**src/hdl/prox_card_26bit_frame_codec_assert.svh**
```systemverilog
// ----------------------------------------------------------------------------
// proximity card frame codec assertion macros
// concurrent checks on clk_i, with and without the reset qualifier
// ----------------------------------------------------------------------------
`ifndef PROX_CARD_26BIT_FRAME_CODEC_ASSERT_SVH
`define PROX_CARD_26BIT_FRAME_CODEC_ASSERT_SVH

`ifndef SYNTHESIS

// check that holds out of reset
`define PCFC_ASSERT(lbl, prop) \
  lbl: assert property (@(posedge clk_i) disable iff (!rst_ni) (prop)) \
    else $error("pcfc assertion failed");

// check that holds during reset as well
`define PCFC_ASSERT_ALWAYS(lbl, prop) \
  lbl: assert property (@(posedge clk_i) (prop)) \
    else $error("pcfc assertion failed during reset");

`else

`define PCFC_ASSERT(lbl, prop)
`define PCFC_ASSERT_ALWAYS(lbl, prop)

`endif

`endif

```
**src/hdl/pcfc_pkg.sv**
```systemverilog
// ----------------------------------------------------------------------------
// pcfc_pkg
// types and constants of the 26-bit proximity card frame codec
// ----------------------------------------------------------------------------
package pcfc_pkg;

  localparam int TDATA_W      = 128;
  localparam int FRAME_BITS   = 96;
  localparam int WIEGAND_BITS = 26;
  localparam int HALF_BITS    = 12;
  localparam int GROUPS       = 23;
  localparam int CHK_GROUPS   = 22;
  localparam int STREAM_BITS  = GROUPS * 3;
  localparam logic [7:0] LEN_CODE = 8'h1A;

  // reciprocals for exact division of narrow values by powers of ten
  localparam logic [16:0] RCP_10K = 17'd107375;  // shift 30, id < 2^16
  localparam logic [16:0] RCP_1K  = 17'd67109;   // shift 26
  localparam logic [16:0] RCP_100 = 17'd83887;   // shift 23
  localparam logic [16:0] RCP_10  = 17'd52429;   // shift 19
  localparam logic [7:0]  RCP_S100 = 8'd164;     // shift 14, site < 2^8
  localparam logic [7:0]  RCP_S10  = 8'd205;     // shift 11

  localparam logic ACT_ENCODE = 1'b0;
  localparam logic ACT_DECODE = 1'b1;

  typedef enum logic [3:0] {
    ST_OK        = 4'd0,
    ST_BAD_DIGIT = 4'd1,
    ST_SITE_OVF  = 4'd2,
    ST_ID_OVF    = 4'd3,
    ST_LEAD      = 4'd4,
    ST_GRP_PAR   = 4'd5,
    ST_LENGTH    = 4'd6,
    ST_EVEN_PAR  = 4'd7,
    ST_ODD_PAR   = 4'd8
  } status_e;

  typedef struct packed {
    logic [63:0] frame_tail;
    logic [31:0] frame_head;
    logic [31:0] bcd_uid;
  } in_word_t;

  typedef struct packed {
    logic [63:0] out_frame_tail;
    logic [31:0] out_frame_head;
    logic [31:0] uid_digits;
  } out_word_t;

endpackage

```
**src/hdl/prox_card_26bit_frame_codec.sv**
```systemverilog
// ----------------------------------------------------------------------------
// prox_card_26bit_frame_codec
// converts 8-digit bcd card numbers to 96-bit nibble-parity frames and back
// ----------------------------------------------------------------------------
//  channel   dir  tdata                                   tuser
//  s_axis    in   bcd_uid, frame_head, frame_tail         action
//  m_axis    out  uid_digits, out_frame_head, out_tail    status
//
//  one word per cycle sustained while m_axis does not stall; a word that is
//  taken passes through the input register, then the result register, to m_axis
//  the conversion is one pass of logic; its depth is set by the reciprocal
//  multipliers that split the 16-bit id into decimal digits
//  rst_ni clears both valid flags; payload registers are not reset
//  a stall on m_axis holds the result and fills the input register first
// ----------------------------------------------------------------------------
`include "prox_card_26bit_frame_codec_assert.svh"

module prox_card_26bit_frame_codec (
  input  logic                           clk_i,
  input  logic                           rst_ni,
  input  logic                           s_axis_tvalid_i,
  output logic                           s_axis_tready_o,
  input  logic [pcfc_pkg::TDATA_W-1:0]   s_axis_tdata_i,   // bcd_uid, frame_head, frame_tail
  input  logic [0:0]                     s_axis_tuser_i,   // action
  output logic                           m_axis_tvalid_o,
  input  logic                           m_axis_tready_i,
  output logic [pcfc_pkg::TDATA_W-1:0]   m_axis_tdata_o,   // uid_digits, out_frame_head, out_frame_tail
  output logic [3:0]                     m_axis_tuser_o    // status
);

  import pcfc_pkg::*;

  logic      in_vld_q, in_vld_d;
  logic      res_vld_q, res_vld_d;
  logic      res_adv;
  in_word_t  in_word_q;
  logic      in_act_q;
  out_word_t res_word_q, res_word_d;
  status_e   res_status_q, res_status_d;

  // ---------------------------------------------------------------- handshake
  assign res_adv         = !res_vld_q || m_axis_tready_i;
  assign s_axis_tready_o = !in_vld_q || res_adv;
  assign in_vld_d        = s_axis_tready_o ? s_axis_tvalid_i : in_vld_q;
  assign res_vld_d       = res_adv ? in_vld_q : res_vld_q;

  always_ff @(posedge clk_i or negedge rst_ni) begin
    if (!rst_ni) begin
      in_vld_q  <= 1'b0;
      res_vld_q <= 1'b0;
    end else begin
      in_vld_q  <= in_vld_d;
      res_vld_q <= res_vld_d;
    end
  end

  always_ff @(posedge clk_i) begin
    if (s_axis_tvalid_i && s_axis_tready_o) begin
      in_word_q <= in_word_t'(s_axis_tdata_i);
      in_act_q  <= s_axis_tuser_i[0];
    end
    if (res_adv && in_vld_q) begin
      res_word_q   <= res_word_d;
      res_status_q <= res_status_d;
    end
  end

  // ---------------------------------------------------------------- encode
  logic [3:0]             dig [8];
  logic                   dig_bad;
  logic [10:0]            enc_site;
  logic [17:0]            enc_id;
  logic [23:0]            enc_data;
  logic [WIEGAND_BITS-1:0] enc_wg;
  logic [STREAM_BITS-1:0] enc_strm;   // bit j is stream bit j
  logic [FRAME_BITS-1:0]  enc_frm;    // frame bit k at position 95-k
  status_e                enc_status;

  always_comb begin
    dig_bad = 1'b0;
    for (int j = 0; j < 8; j++) begin
      dig[j]  = in_word_q.bcd_uid[31-4*j -: 4];
      dig_bad = dig_bad | (dig[j] > 4'd9);
    end
    enc_site = 11'(dig[0]) * 11'd100 + 11'(dig[1]) * 11'd10 + 11'(dig[2]);
    enc_id   = 18'(dig[3]) * 18'd10000 + 18'(dig[4]) * 18'd1000
             + 18'(dig[5]) * 18'd100 + 18'(dig[6]) * 18'd10 + 18'(dig[7]);

    if (dig_bad) begin
      enc_status = ST_BAD_DIGIT;
    end else if (enc_site > 11'd255) begin
      enc_status = ST_SITE_OVF;
    end else if (enc_id > 18'd65535) begin
      enc_status = ST_ID_OVF;
    end else begin
      enc_status = ST_OK;
    end

    enc_data = {enc_site[7:0], enc_id[15:0]};
    enc_wg   = {^enc_data[23:HALF_BITS], enc_data, ~^enc_data[HALF_BITS-1:0]};

    // three zero bits, length byte, wiegand word, then zeros
    enc_strm = '0;
    for (int i = 0; i < 8; i++) begin
      enc_strm[3+i] = LEN_CODE[7-i];
    end
    for (int i = 0; i < WIEGAND_BITS; i++) begin
      enc_strm[11+i] = enc_wg[WIEGAND_BITS-1-i];
    end

    // lead nibble stays zero, each group gets an odd parity bit
    enc_frm = '0;
    for (int g = 1; g <= GROUPS; g++) begin
      for (int i = 0; i < 3; i++) begin
        enc_frm[FRAME_BITS-1-(4*g+i)] = enc_strm[3*g-3+i];
      end
      enc_frm[FRAME_BITS-1-(4*g+3)] =
        ~(enc_strm[3*g-3] ^ enc_strm[3*g-2] ^ enc_strm[3*g-1]);
    end
  end

  // ---------------------------------------------------------------- decode
  logic [FRAME_BITS-1:0]  dec_frm;
  logic                   lead_bad;
  logic                   grp_bad;
  logic [STREAM_BITS-1:0] dec_strm;
  logic [7:0]             dec_len;
  logic [WIEGAND_BITS-1:0] dec_wg;
  logic [7:0]             dec_site;
  logic [15:0]            dec_id;
  logic [32:0]            p10k, p1k, p100, p10;
  logic [15:0]            ps100, ps10;
  logic [2:0]             q4;
  logic [6:0]             q3;
  logic [9:0]             q2;
  logic [12:0]            q1;
  logic [1:0]             sq2;
  logic [4:0]             sq1;
  logic [31:0]            dec_bcd;
  status_e                dec_status;

  always_comb begin
    dec_frm  = {in_word_q.frame_head, in_word_q.frame_tail};
    lead_bad = |dec_frm[FRAME_BITS-1 -: 4];
    grp_bad  = 1'b0;
    dec_strm = '0;
    for (int g = 1; g <= CHK_GROUPS; g++) begin
      grp_bad = grp_bad | (dec_frm[FRAME_BITS-1-(4*g+3)] !=
                ~(dec_frm[FRAME_BITS-1-4*g] ^ dec_frm[FRAME_BITS-1-(4*g+1)]
                  ^ dec_frm[FRAME_BITS-1-(4*g+2)]));
      for (int i = 0; i < 3; i++) begin
        dec_strm[3*g-3+i] = dec_frm[FRAME_BITS-1-(4*g+i)];
      end
    end
    for (int i = 0; i < 8; i++) begin
      dec_len[7-i] = dec_strm[3+i];
    end
    for (int i = 0; i < WIEGAND_BITS; i++) begin
      dec_wg[WIEGAND_BITS-1-i] = dec_strm[11+i];
    end

    if (lead_bad) begin
      dec_status = ST_LEAD;
    end else if (grp_bad) begin
      dec_status = ST_GRP_PAR;
    end else if (dec_len != 8'(WIEGAND_BITS)) begin
      dec_status = ST_LENGTH;
    end else if (dec_wg[25] != ^dec_wg[24:13]) begin
      dec_status = ST_EVEN_PAR;
    end else if (dec_wg[0] != ~^dec_wg[12:1]) begin
      dec_status = ST_ODD_PAR;
    end else begin
      dec_status = ST_OK;
    end

    dec_site = dec_wg[24:17];
    dec_id   = dec_wg[16:1];

    // floor(id / 10^k) in parallel, each digit is q_k - 10 * q_k+1
    p10k  = 33'(dec_id) * 33'(RCP_10K);
    p1k   = 33'(dec_id) * 33'(RCP_1K);
    p100  = 33'(dec_id) * 33'(RCP_100);
    p10   = 33'(dec_id) * 33'(RCP_10);
    q4    = p10k[30 +: 3];
    q3    = p1k[26 +: 7];
    q2    = p100[23 +: 10];
    q1    = p10[19 +: 13];
    ps100 = 16'(dec_site) * 16'(RCP_S100);
    ps10  = 16'(dec_site) * 16'(RCP_S10);
    sq2   = ps100[14 +: 2];
    sq1   = ps10[11 +: 5];

    dec_bcd[31:28] = 4'(sq2);
    dec_bcd[27:24] = 4'(sq1 - 5'(sq2) * 5'd10);
    dec_bcd[23:20] = 4'(dec_site - 8'(sq1) * 8'd10);
    dec_bcd[19:16] = 4'(q4);
    dec_bcd[15:12] = 4'(q3 - 7'(q4) * 7'd10);
    dec_bcd[11:8]  = 4'(q2 - 10'(q3) * 10'd10);
    dec_bcd[7:4]   = 4'(q1 - 13'(q2) * 13'd10);
    dec_bcd[3:0]   = 4'(dec_id - 16'(q1) * 16'd10);
  end

  // ---------------------------------------------------------------- result
  always_comb begin
    res_word_d = '0;
    if (in_act_q == ACT_DECODE) begin
      res_status_d = dec_status;
      if (dec_status == ST_OK) begin
        res_word_d.uid_digits = dec_bcd;
      end
    end else begin
      res_status_d = enc_status;
      if (enc_status == ST_OK) begin
        res_word_d.out_frame_head = enc_frm[FRAME_BITS-1 -: 32];
        res_word_d.out_frame_tail = enc_frm[63:0];
      end
    end
  end

  assign m_axis_tvalid_o = res_vld_q;
  assign m_axis_tdata_o  = res_word_q;
  assign m_axis_tuser_o  = res_status_q;

  // ---------------------------------------------------------------- checks
  `PCFC_ASSERT(a_err_zero, m_axis_tvalid_o && m_axis_tuser_o != ST_OK |-> m_axis_tdata_o == '0)
  `PCFC_ASSERT(a_one_side, m_axis_tvalid_o && |m_axis_tdata_o[31:0] |-> ~|m_axis_tdata_o[127:32])
  `PCFC_ASSERT(a_take_fill, s_axis_tvalid_i && s_axis_tready_o |=> in_vld_q)
  `PCFC_ASSERT_ALWAYS(a_rst_idle, !rst_ni |=> !m_axis_tvalid_o && !in_vld_q)

endmodule
```
**config.mk**
```make
export PLATFORM = sky130hd
export DESIGN_NAME = prox_card_26bit_frame_codec
export DESIGN_NICKNAME = d
export VERILOG_FILES = /design/src/hdl/pcfc_pkg.sv /design/src/hdl/prox_card_26bit_frame_codec.sv
export VERILOG_INCLUDE_DIRS = /design/src /design/src/hdl
export SDC_FILE = /design/constraint.sdc
export NUM_CORES = 1
export LEC_CHECK = 0
export ABC_AREA = 0
export BUFFER_PORTS_ARGS = -buffer_cell sky130_fd_sc_hd__buf_2
export CAP_MARGIN = 0
export CORE_UTILIZATION = 56
export CTS_BUF_LIST = sky130_fd_sc_hd__clkbuf_16
export CTS_CLUSTER_SIZE = 16
export DETAILED_ROUTE_END_ITERATION = 8
export PLACE_DENSITY = 0.83
export SLEW_MARGIN = 20
export SYNTH_ARGS = -nofsm -noshare
export SYNTH_HDL_FRONTEND = slang
export SYNTH_SLANG_ARGS = --single-unit
```
**constraint.sdc**
```tcl
create_clock -name clk_i -period 7.5 [get_ports clk_i]
set_input_delay 0.375 -clock clk_i [delete_from_list [all_inputs] [get_ports clk_i]]
set_output_delay 0.375 -clock clk_i [all_outputs]
set_load 0.05 [all_outputs]
```
# --- Word level (Yosys, flattened, before mapping) ---
# Index checks and enable logic that the tools add are counted.
word_totals:
  regBits: 262
  in_bits: 133
  output_inout_bits: 134
  wordCells: 223
classes:
  n_addsub: 12
  multipliers: 18
  order_cmp: 10
  n_eq_ne: 25
  mux: 10
  bitwise_logic: 120
  n_reduce_logical: 15
ops:
  columns: ["operator", "n"]
  rows:
  - ["$mul A16 B17 Y33 const B", 3]
  - ["$mux W69", 1]
  - ["$xor A1 B1 Y1", 60]
  - ["$gt A4 B4 Y1 const B", 8]
  - ["$mul A16 B16 Y32 const B", 1]
  - ["$not A1 Y1", 32]
  - ["$or A1 B1 Y1", 28]
  - ["$mux W4", 6]
  - ["$ne A1 B1 Y1", 24]
  - ["$reduce_xnor A12 Y1", 2]
  - ["$reduce_xor A12 Y1", 2]
  - ["$sub A4 B4 Y4", 6]
  - ["$add A18 B11 Y18", 1]
  - ["$add A18 B14 Y18", 1]
  - ["$add A18 B4 Y18", 1]
  - ["$add A18 B8 Y18", 1]
  - ["$gt A18 B16 Y1 const B", 1]
  - ["$mul A4 B5 Y9 const B", 2]
  - ["$mul A8 B8 Y16 const B", 1]
  - ["$mul A4 B10 Y14 const B", 1]
  - ["$mul A4 B3 Y7 const B", 2]
  - ["$mul A8 B6 Y14 const B", 1]
  - ["$mul A13 B3 Y3 const B", 1]
  - ["$add A11 B4 Y11", 1]
  - ["17 further kinds", 23]

# --- Longest topological paths before layout ---
# Gate-level depths: netlist of run 1.
logic_depth:
  word_depth: 29
  depth_mapped: 30
  ltp_nobuf: 30

# --- Least setup slack after synthesis of run 1 ---
# Ideal clock, no wire load.
synth_timing:
  kind: "flip-flop to flip-flop"
  startpoint: "reg in_word_q (netlist bit dec_frm[63])"
  endpoint: "reg res_word_q (netlist bit m_axis_tdata_o[11]), data pin"
  t_arrival_ns: 7.104
  t_required_ns: 7.234
  slack_ns: 0.130
  path_stages_with_launch: 29
  synth_period_minus_slack_ns: 7.370
  cell_sequence: "edfxtp_1 -> inv_1 -> ha_1 -> inv_1 -> fa_1 -> fa_1 -> inv_1 -> fa_1 -> inv_1 -> fa_1 -> fa_1 -> ha_1 -> a21o_1 -> a21o_1 -> a2111oi_0 -> nor2_1 -> nor3_1 -> o21bai_1 -> xor2_1 -> inv_1 -> ha_1 -> inv_1 -> fa_1 -> xor2_1 -> xnor2_1 -> xnor2_1 -> xnor3_1 -> xnor3_1 -> nor2_1"
synth_via:
  elab_chain_cells: 23
  elab_cells_between_ends: 31
  cone_classes: "1 x add/sub; 3 x mul; 2 x eq/ne; 4 x mux; 18 x bitwise; 3 x reduce/logical"
synth_rtl:
  columns: ["item", "line", "source"]
  rows:
  - ["start, declared", "prox_card_26bit_frame_codec.sv:36", "in_word_t in_word_q;"]
  - ["start signal, assigned", "prox_card_26bit_frame_codec.sv:59", "in_word_q <= in_word_t'(s_axis_tdata_i);"]
  - ["branches (longest 23 deep; another with $mul A16 B17 Y33)", null, null]
  - ["end signal, assigned", "prox_card_26bit_frame_codec.sv:63", "res_word_q <= res_word_d;"]
  - ["end, declared", "prox_card_26bit_frame_codec.sv:38", "out_word_t res_word_q, res_word_d;"]
# Several ways; the timed one is not identified.
# A chain may end at the register's enable or synchronous reset.

# --- Worst setup path in the final report of run 1 ---
layout_timing:
  startpoint: "reg in_word_q (netlist bit dec_frm[49])"
  endpoint: "reg res_word_q (netlist bit m_axis_tdata_o[11]), data pin"
layout_via:
  elab_chain_cells: 19
  elab_cells_between_ends: 28
  cone_classes: "1 x add/sub; 3 x mul; 2 x eq/ne; 5 x mux; 14 x bitwise; 3 x reduce/logical"
layout_rtl:
  columns: ["item"]
  rows:
  - ["branches (longest 19 deep; another with $mul A16 B17 Y33)"]
# Several ways; the timed one is not identified.

==> flow_summary.json, run 1 <==
{
  "cts_tree": "yes",
  "peakVddDrop_v": 0.000497,
  "synth.distinct_cells": 61,
  "hold_viol_final": 0,
  "routed_wl_um": 66100,
  "start_kind": "flip-flop",
  "worstPathRequired_ns": 7.69,
  "vias": 17700,
  "p_leak_nw": 15.5,
  "ant_nets": 0,
  "dp_hpwl_um": 56100,
  "crit_family": "adder cells",
  "path_buf_inv": 7,
  "layout_setup_ws_ns": 0.195,
  "worst-r2r-cell-count": 29,
  "max_cap_viol_count": 0,
  "portBuffers": 215,
  "setup_tns_ns": 0,
  "ys_seq_area_frac": 0.222,
  "grt_pass1_wl_um": 103000,
  "max_slew.worst_pin.slew_ns": 1.11,
  "postLayoutCellArea_mm2": 0.0300,
  "r2r_setup_slack_ns": 0.19,
  "drtIter0Drc": 1056,
  "synth-seq-cells": 196,
  "timing.hold.ws_ns": 0.0697,
  "syn_to_final_growth_pct": 13.3,
  "register_area_mm2": 0.00588,
  "synthCells": 2312,
  "clock-sinks": 196,
  "insertion_delay_ns": 0.47,
  "io_pins": 267,
  "crit_type": "reg2reg",
  "die_w_um": 219,
  "slowest_stage": "fa_2",
  "viasPerCell": 5.38,
  "num_rows": 79,
  "clock_path_buffers": 2,
  "htree_levels": 4,
  "die-area_mm2": 0.0482,
  "arrival_ns": 7.49,
  "synth_top_cell_area_share": 0.266,
  "grt_pass1_vias": 19500,
  "nets": 3722,
  "drc": 0,
  "fin_crit_sh": 0.974,
  "numCtsBuffers": 17,
  "synthArstFlopShare": 0.0102,
  "p_total_w": 0.0135,
  "postSynthAreaPerCell_um2": 11.5,
  "dr.pass1.iters": 5,
  "grt_max_degree": 86,
  "hold_end": "dig[17]$_DFFE_PP_",
  "finalSetupViolations": 0,
  "fmax_mhz": 137,
  "finalClockSkew_ns": 0.0197,
  "die_h_um": 219,
  "slew_viol_final": 0,
  "crit_top_cell": "fa_1",
  "wl_per_cell_um": 20.0,
  "ys_top_cells_by_area": "ha_1 (27%), fa_1 (26%), edfxtp_1 (22%)",
  "p_per_area_mw_per_mm2": 451,
  "multi_input_area_mm2": 0.0183,
  "status": "complete, no violations",
  "cp_max_fo": 8,
  "grt-ovfl-total": 0,
  "syn_area_mm2": 0.0265,
  "synthFlopType": "edfxtp_1",
  "antenna_found_initial": 3,
  "critPathCaptureType": "flip-flop",
  "drive_above_1_share": 0.168,
  "dpl_cell_area_mm2": 0.0291,
  "min_from": "s_axis_tdata_i[17]",
  "synth_edf_count": 194,
  "clk_pin_slew_ns": 0.09,
  "gp_congestion": 1.00,
  "worstReg2RegStart": "dec_frm[49]$_DFFE_PP_",
  "coreArea_mm2": 0.0466,
  "post-synth-top-count-cell": "inv_1",
  "hp-class": "in2reg",
  "whs_path_depth": 1,
  "synthTopCellsByCount": "inv_1 (570), ha_1 (563), fa_1 (348)",
  "grt_usage": 0.287,
  "dpl_worst_slack_ns": -0.0663,
  "finalCriticalPeriod_ns": 7.31,
  "slew_headroom": 0.257,
  "timing.rr.end": "m_axis_tdata_o[11]$_SDFFCE_PN0P_",
  "max_stage_delay_ns": 0.60,
  "fillCellCount": 3427,
  "clockRootBuffer": "clkbuf_16",
  "yosys.area.top_type": "ha_1",
  "yosysWarnings": 0,
  "start_util": 0.569
}
[final cells by class]
cell class,count,area share
Antenna cell,2,0.000167
Clock buffer,17,0.0142
Clock inverter,14,0.00546
Inverter,570,0.0714
Multi-Input combinational cell,1523,0.611
Sequential cell,196,0.196
Tap cell,607,0.0253
Timing Repair Buffer,370,0.0762
[routing by layer]
layer,vias up,global-route usage,share of wire
li1,8094,-,-
met1,8872,0.343,0.39
met2,626,0.499,0.50
met3,155,0.0614,0.067
met4,2,0.119,0.040
met5,-,0,0.00024
[cell usage in the layout, fill, tap and decap left out, drive strengths merged, types with 8 or more instances in the layout]
master	n
nor2b	10
fa	348
xor2	39
o21ai	33
nor3	12
nand2	22
a21o	28
edfxtp	194
nand4	16
buf	369
a211oi	8
ha	563
and2	37
xnor2	137
inv	575
clkbuf	17
nor2	53
a21oi	63
conb	47
[worst reg2reg max path: cells and delay by family (launching register included)]
kind | cells | cell delay (ns)
adder cells (fa/ha/maj) | 9 | 3.78
AND/OR/NAND/NOR | 2 | 0.24
AO/OA/AOI/OAI | 5 | 0.74
XOR/XNOR | 6 | 1.15
buffers and inverters | 7 | 0.74
flip-flops | 1 | 0.40
[repair_timing]
item                                   4_1_cts  5_1_grt
setup endpoints to repair                    3        3
resized for setup                            3       45
gates cloned                                 0        0
pin swaps                                    0       37
endpoints found under the hold margin        2        0
buffers inserted                             0       12
hold buffers                                 1        0
[where the power goes]
group,internal [W],total (W),switching (W)
Sequential,0.00129,0.00134,0.0000500
Clock,0.000473,0.000936,0.000464
Combinational,0.00516,0.0113,0.00610
Total,0.00692,0.0135,0.00661
[kinds of logic (layout without fill, tap and decap cells)]
family	Yosys count	in the layout	share of synthesized area
AOI/OAI and AO/OA	187	187	0.0456
buffers and inverters	639	971	0.100
DFF	196	196	0.222
adders and majority gates	911	911	0.529
other	1	49	0.000142
xor gates and xnor gates	181	181	0.0625
muxes	2	2	0.000756
and+or+nand+nor	195	195	0.0396
[registers in the layout, indices dropped and copies added, names as in the netlist]
| register | cells |
|---|---|
| in_act_q | 1 |
| m_axis_tdata_o | 65 |
| m_axis_tuser_o | 4 |
| dig | 32 |
| m_axis_tvalid_o | 1 |
| in_vld_q | 1 |
| dec_frm | 92 |
[through the flow]
| step | instances | utilization |
|---|---|---|
| 6_report | 3299 | 0.644 |
| 2_1_floorplan | 2358 | - |
| 3_3_place_gp | 3253 | 0.624 |
| 5_1_grt | 3299 | 0.644 |
| 4_1_cts | 3285 | 0.637 |
| 3_5_place_dp | 3253 | 0.624 |
[worst max-delay path by stage]
stage	start	endpoint	slack (ns)	depth (start not counted)
final	dec_frm[49]$_DFFE_PP_	m_axis_tdata_o[11]$_SDFFCE_PN0P_	0.19	29
after global routing	dec_frm[49]$_DFFE_PP_	m_axis_tdata_o[11]$_SDFFCE_PN0P_	-0.04	29
after CTS	dec_frm[51]$_DFFE_PP_	m_axis_tdata_o[15]$_SDFFCE_PN0P_	0.003	27
after detailed placement	dec_frm[51]$_DFFE_PP_	m_axis_tdata_o[15]$_SDFFCE_PN0P_	-0.07	27
after global placement	dec_frm[62]$_DFFE_PP_	m_axis_tdata_o[11]$_SDFFCE_PN0P_	0.08	27
after floorplan	dec_frm[63]$_DFFE_PP_	m_axis_tdata_o[11]$_SDFFCE_PN0P_	0.13	28
Note: power is estimated with default switching activity, not from simulation.
==> run 2: changes to the inputs <==
- HOLD_SLACK_MARGIN: unset -> 0.15
==> run 2 against run 1 <==
Fmax increased by 0.18%. Critical path depth unchanged. Core utilization increased by 2.7 points. Sequential cell count unchanged. Critical path type unchanged. Largest cell class unchanged. Largest power group unchanged.
==> flow_summary.json, run 2 (same netlist as run 1, synthesis figures left out) <==
{
  "postLayoutCellArea_mm2": 0.0312,
  "fin_crit_sh": 0.972,
  "combPwrFrac": 0.833,
  "htree_levels": 4,
  "hold_viol_final": 0,
  "placed_cells": 3253,
  "p_seq_frac": 0.097,
  "finalCriticalPeriod_ns": 7.29,
  "nets": 3847,
  "critPathCaptureType": "flip-flop",
  "grt_usage": 0.319,
  "status": "complete, no violations",
  "cts_tree": "yes",
  "slew_viol_final": 0,
  "cp_max_fo": 8,
  "slowest_stage": "fa_2",
  "max_slew.worst_pin.slew_ns": 1.07,
  "largest_reg_flops": 92,
  "io_pins": 267,
  "slew_headroom": 0.286,
  "crit_top_cell": "fa_1",
  "coreArea_mm2": 0.0466,
  "start_util": 0.569,
  "power.switching_w": 0.00684,
  "hp-class": "in2reg",
  "drive_above_1_share": 0.162,
  "dr.pass1.iters": 6,
  "max_cap_viol_count": 0,
  "insertion_delay_ns": 0.47,
  "routed_wl_um": 73900,
  "gp_congestion": 1.00,
  "syn_to_final_growth_pct": 18.0,
  "p_total_w": 0.0138,
  "worstReg2RegStart": "dec_frm[49]$_DFFE_PP_",
  "peakVddDrop_v": 0.000546,
  "final_cells": 3422,
  "timing.hold.ws_ns": 0.188,
  "drc": 0,
  "die_h_um": 219,
  "clkPwrFrac": 0.070,
  "finalClockSkew_ns": 0.0149,
  "multi_input_area_mm2": 0.0183,
  "crit_type": "reg2reg",
  "finalSetupViolations": 0,
  "switching_share": 0.494,
  "r2r_setup_slack_ns": 0.21,
  "die-area_mm2": 0.0482,
  "grt_pass1_wl_um": 115000,
  "p_per_area_mw_per_mm2": 443,
  "dp_hpwl_um": 56100,
  "dpl_cell_area_mm2": 0.0291,
  "wl_per_cell_um": 21.6,
  "worstSetupStartpoint": "dec_frm[49]$_DFFE_PP_",
  "clock_path_buffers": 2,
  "layout_common_cells": "inv_1 (565), ha_1 (551), fa_1 (341), buf_2 (215), edfxtp_1 (194)",
  "portBuffers": 215,
  "diodes": 0,
  "crit_end": "m_axis_tdata_o[11]$_SDFFCE_PN0P_",
  "clockRootBuffer": "clkbuf_16",
  "numCtsBuffers": 17,
  "internal_power_w": 0.00700,
  "arrival_ns": 7.48,
  "worstPathRequired_ns": 7.69,
  "layout_commonest_cell": "inv_1",
  "start_kind": "flip-flop",
  "num_rows": 79,
  "antenna_found_initial": 0,
  "register_area_mm2": 0.00588,
  "viasPerCell": 5.52,
  "fmax_mhz": 137,
  "grt_pass1_vias": 20900,
  "grt_max_degree": 86,
  "clock-sinks": 196,
  "grt-ovfl-total": 0,
  "worst-r2r-cell-count": 29,
  "vias": 18900,
  "drtIter0Drc": 1545,
  "timing.rr.end": "m_axis_tdata_o[11]$_SDFFCE_PN0P_",
  "p_leak_nw": 16.1,
  "die_w_um": 219,
  "max_stage_delay_ns": 0.60,
  "fillCellCount": 3154,
  "ant_nets": 0,
  "clk_pin_slew_ns": 0.08
}
-- run 2: through the flow --
step / setup WS (ns) / setup TNS (ns) / utilization
after global routing: -0.0668 / -0.107 / 0.671
after CTS: 0.00345 / 0 / 0.664
after floorplan: 0.130 / 0 / -
after detailed placement: -0.0663 / -0.0764 / 0.624
final: 0.208 / 0 / 0.671
after global placement: 0.0837 / 0 / 0.624
-- run 2: worst max-delay path: cells and delay by family (launching register included) --
| kind | cells | cell delay [ns] |
|---|---|---|
| and+or+nand+nor | 2 | 0.23 |
| DFF | 1 | 0.40 |
| buffers and inverters | 7 | 0.74 |
| AOI/OAI and AO/OA | 5 | 0.72 |
| xor gates and xnor gates | 6 | 1.14 |
| adders and majority gates | 9 | 3.76 |
-- run 2: per-layer routing --
metal | wire (um) | track usage | share of wire
met5 | 0 | 0 | 0
met4 | 3220 | 0.120 | 0.044
met3 | 5260 | 0.0588 | 0.071
met2 | 37400 | 0.564 | 0.51
met1 | 28100 | 0.383 | 0.38
-- run 2: worst min path at each step --
stage	start	to	slack (ns)	depth (start not counted)
after floorplan	rst_ni	in_vld_q$_DFFE_PN0N_	0.08	0
after global placement	rst_ni	in_vld_q$_DFFE_PN0N_	0.16	1
after detailed placement	rst_ni	in_vld_q$_DFFE_PN0N_	0.17	1
after CTS	s_axis_tdata_i[118]	dec_frm[54]$_DFFE_PP_	0.16	1
after global routing	s_axis_tdata_i[118]	dec_frm[54]$_DFFE_PP_	0.16	1
final	s_axis_tdata_i[118]	dec_frm[54]$_DFFE_PP_	0.19	1
-- run 2: final cells by class --
| cell class | instances | share of cell area |
|---|---|---|
| clock buffers | 17 | 0.0136 |
| clock inverters | 14 | 0.00525 |
| inverters | 570 | 0.0686 |
| multi-input cells | 1523 | 0.587 |
| flip-flops and latches | 196 | 0.188 |
| well taps | 607 | 0.0243 |
| repair buffers | 495 | 0.113 |
-- run 2: timing repair --
item / in CTS / in global routing
setup buffers: 0 / 13
endpoints found under the hold margin: 126 / 0
hold buffers: 125 / 0
setup endpoints to repair: 3 / 3
resized for setup: 3 / 48
pin swaps: 0 / 36
gates cloned: 0 / 0
-- run 2: power by group through the flow --
stage	Sequential, W	Combinational (W)	Clock, W
global route	0.00135	0.0128	0.000996
global placement	0.00136	0.0101	0
detailed placement	0.00136	0.0107	0
floorplan	0.00145	0.00772	0
finish	0.00134	0.0115	0.000969
CTS	0.00134	0.0109	0.000946
==> run 3: changes to the inputs <==
- CORE_MARGIN: unset -> 2
==> run 3 against run 2 <==
Sequential cell count unchanged. Design area down 0.27%. Hold slack better by 0.042 ns. Register-to-register slack about the same. Clock power up 7%. Die area up 1.8%. Wire length up 0.96%. Count of clock-buffer cells in the layout unchanged. Largest power group unchanged. The flow now finishes with violations (design-rule violations). Combinational power about the same. First-iteration DRC count down 14%. Worst setup slack worse by 0.0094 ns.
==> flow_summary.json, run 3 (same netlist as run 1, synthesis figures left out) <==
{
  "start_util": 0.568,
  "drtIter0Drc": 1333,
  "peakVddDrop_v": 0.000592,
  "drc": 1,
  "cp_max_fo": 7,
  "rsz0062_at_grt": "yes",
  "timing.hold.ws_ns": 0.230,
  "numCtsBuffers": 17,
  "clock_path_buffers": 2,
  "dr.pass1.iters": 7,
  "arrival_ns": 7.52,
  "fin_util": 0.668,
  "hold_viol_final": 0,
  "finalCriticalPeriod_ns": 7.30,
  "viasPerCell": 5.53,
  "grt_max_degree": 72,
  "antenna_found_initial": 6,
  "routed_wl_um": 74600,
  "crit_top_cell": "fa_1",
  "met3_length_um": 5290,
  "p_per_area_mw_per_mm2": 439,
  "start_kind": "flip-flop",
  "worstSetupStartpoint": "dec_frm[53]$_DFFE_PP_",
  "syn_to_final_growth_pct": 17.7,
  "layout_common_cells": "inv_1 (567), ha_1 (558), fa_1 (341), buf_2 (215), edfxtp_1 (194)",
  "crit_type": "reg2reg",
  "die_h_um": 221,
  "insertion_delay_ns": 0.48,
  "power.switching_w": 0.00678,
  "crit_end": "m_axis_tdata_o[7]$_SDFFCE_PN0P_",
  "htree_levels": 4,
  "grt-ovfl-total": 0,
  "max_slew.worst_pin.slew_ns": 1.06,
  "drive_above_1_share": 0.155,
  "cts_tree": "yes",
  "portBuffers": 215,
  "die_w_um": 221,
  "fillCellCount": 3208,
  "clockRootBuffer": "clkbuf_16",
  "fin_crit_sh": 0.974,
  "worst-r2r-cell-count": 27,
  "nets": 3842,
  "max_cap_viol_count": 0,
  "dp_hpwl_um": 56200,
  "io_pins": 267,
  "internal_power_w": 0.00691,
  "worstPathRequired_ns": 7.72,
  "wl_met1_um": 27400,
  "die-area_mm2": 0.0490,
  "r2r_setup_slack_ns": 0.20,
  "wl_met2_um": 37600,
  "finalClockSkew_ns": 0.0135,
  "largest_reg_flops": 92,
  "layout_commonest_cell": "inv_1",
  "grt_usage": 0.314,
  "clkPwrFrac": 0.076,
  "combPwrFrac": 0.826,
  "p_leak_nw": 16.1,
  "switching_share": 0.495,
  "wl_per_cell_um": 21.8,
  "status": "complete, but fails checks",
  "timing.rr.end": "m_axis_tdata_o[7]$_SDFFCE_PN0P_",
  "path_depth": 27,
  "coreArea_mm2": 0.0467,
  "register_area_mm2": 0.00588,
  "hp-class": "in2async",
  "slowest_stage": "fa_1",
  "ant_nets": 0,
  "finalSetupViolations": 0,
  "gp_congestion": 0.991,
  "multi_input_area_mm2": 0.0182,
  "worstReg2RegStart": "dec_frm[53]$_DFFE_PP_",
  "p_seq_frac": 0.098,
  "p_total_w": 0.0137,
  "crit_family": "adder cells",
  "grt_pass1_vias": 21300,
  "path_buf_inv": 4,
  "num_rows": 79,
  "top_layer": "met4",
  "slew_headroom": 0.294,
  "grt_pass1_wl_um": 117000,
  "max_stage_delay_ns": 0.53,
  "vias": 18900,
  "slew_viol_final": 0,
  "fmax_mhz": 137,
  "violations": "design-rule violations",
  "clock-sinks": 196,
  "critPathCaptureType": "flip-flop",
  "clk_pin_slew_ns": 0.09
}
run 3: cell count changes in the layout (fill, tap and decap cells not counted), moves of 2 or more:
cell,change
ha_1,+7
inv_12,+3
clkinv_8,+3
inv_1,+2
dlygate4sd3_1,+2
a2111oi_1,+2
inv_6,-3
a2111oi_0,-2
diode_2,+6
buf_6,-6
ha_4,-7
clkinvlp_4,-3
run 3: area by class of cell:
class | instances | share of cell area
diodes | 6 | 0.000482
clock buffers | 17 | 0.0137
clock inverters | 15 | 0.00715
inverters | 570 | 0.0687
multi-input cells | 1523 | 0.585
flip-flops and latches | 196 | 0.189
well taps | 607 | 0.0244
repair buffers | 490 | 0.112
run 3: stage by stage:
step | worst slack [ns] | setup TNS, ns | cells | area (um2)
CTS | 0.00646 | 0 | 3411 | 31000
floorplan | 0.130 | 0 | 2358 | 26600
global placement | 0.0493 | 0 | 3252 | 29000
finish | 0.198 | 0 | 3424 | 31200
global route | -0.0831 | -0.124 | 3424 | 31200
detailed placement | -0.0569 | -0.107 | 3252 | 29000
run 3: what timing repair did:
item,in CTS,in global routing
endpoints found under the setup margin,2,3
hold endpoints to repair,128,0
pin swaps,0,18
hold buffers,127,0
buffers inserted,0,7
resized for setup,2,33
run 3: per-layer routing:
| metal | up-vias | track usage |
|---|---|---|
| met5 | - | 0 |
| li1 | 8355 | - |
| met3 | 284 | 0.0543 |
| met2 | 876 | 0.554 |
| met4 | 0 | 0.166 |
| met1 | 9430 | 0.367 |
run 3: power by group through the flow:
stage	Clock [W]	Combinational, W	Sequential, W
after CTS	0.00102	0.0109	0.00134
after global placement	0	0.0102	0.00136
final	0.00104	0.0113	0.00134
after floorplan	0	0.00772	0.00145
after global routing	0.00107	0.0126	0.00135
after detailed placement	0	0.0107	0.00136
run 3: worst min-delay path by stage:
stage	startpoint	end	slack [ns]	cells after the start
CTS	rst_ni	m_axis_tvalid_o$_DFFE_PN0P_	0.21	2
global placement	rst_ni	in_vld_q$_DFFE_PN0N_	0.16	1
global route	rst_ni	m_axis_tvalid_o$_DFFE_PN0P_	0.24	2
detailed placement	rst_ni	m_axis_tvalid_o$_DFFE_PN0P_	0.16	1
floorplan	rst_ni	in_vld_q$_DFFE_PN0N_	0.08	0
finish	rst_ni	m_axis_tvalid_o$_DFFE_PN0P_	0.23	2
run 3: worst reg2reg max path: stages (launching register included):
cell	delay [ns]
edfxtp_1	0.45
buf_4	0.22
buf_4	0.21
ha_1	0.38
inv_1	0.13
fa_1	0.53
inv_1	0.09
fa_1	0.52
fa_1	0.52
fa_1	0.52
fa_1	0.51
ha_1	0.30
nand2_1	0.07
o21ai_0	0.11
or2_2	0.29
a21oi_2	0.14
nor2b_1	0.07
nor2_2	0.15
xor2_2	0.13
ha_2	0.21
fa_1	0.38
xor2_1	0.19
xnor2_1	0.22
xnor2_1	0.16
xnor2_1	0.16
xnor2_1	0.16
xnor3_1	0.17
nor2_1	0.04
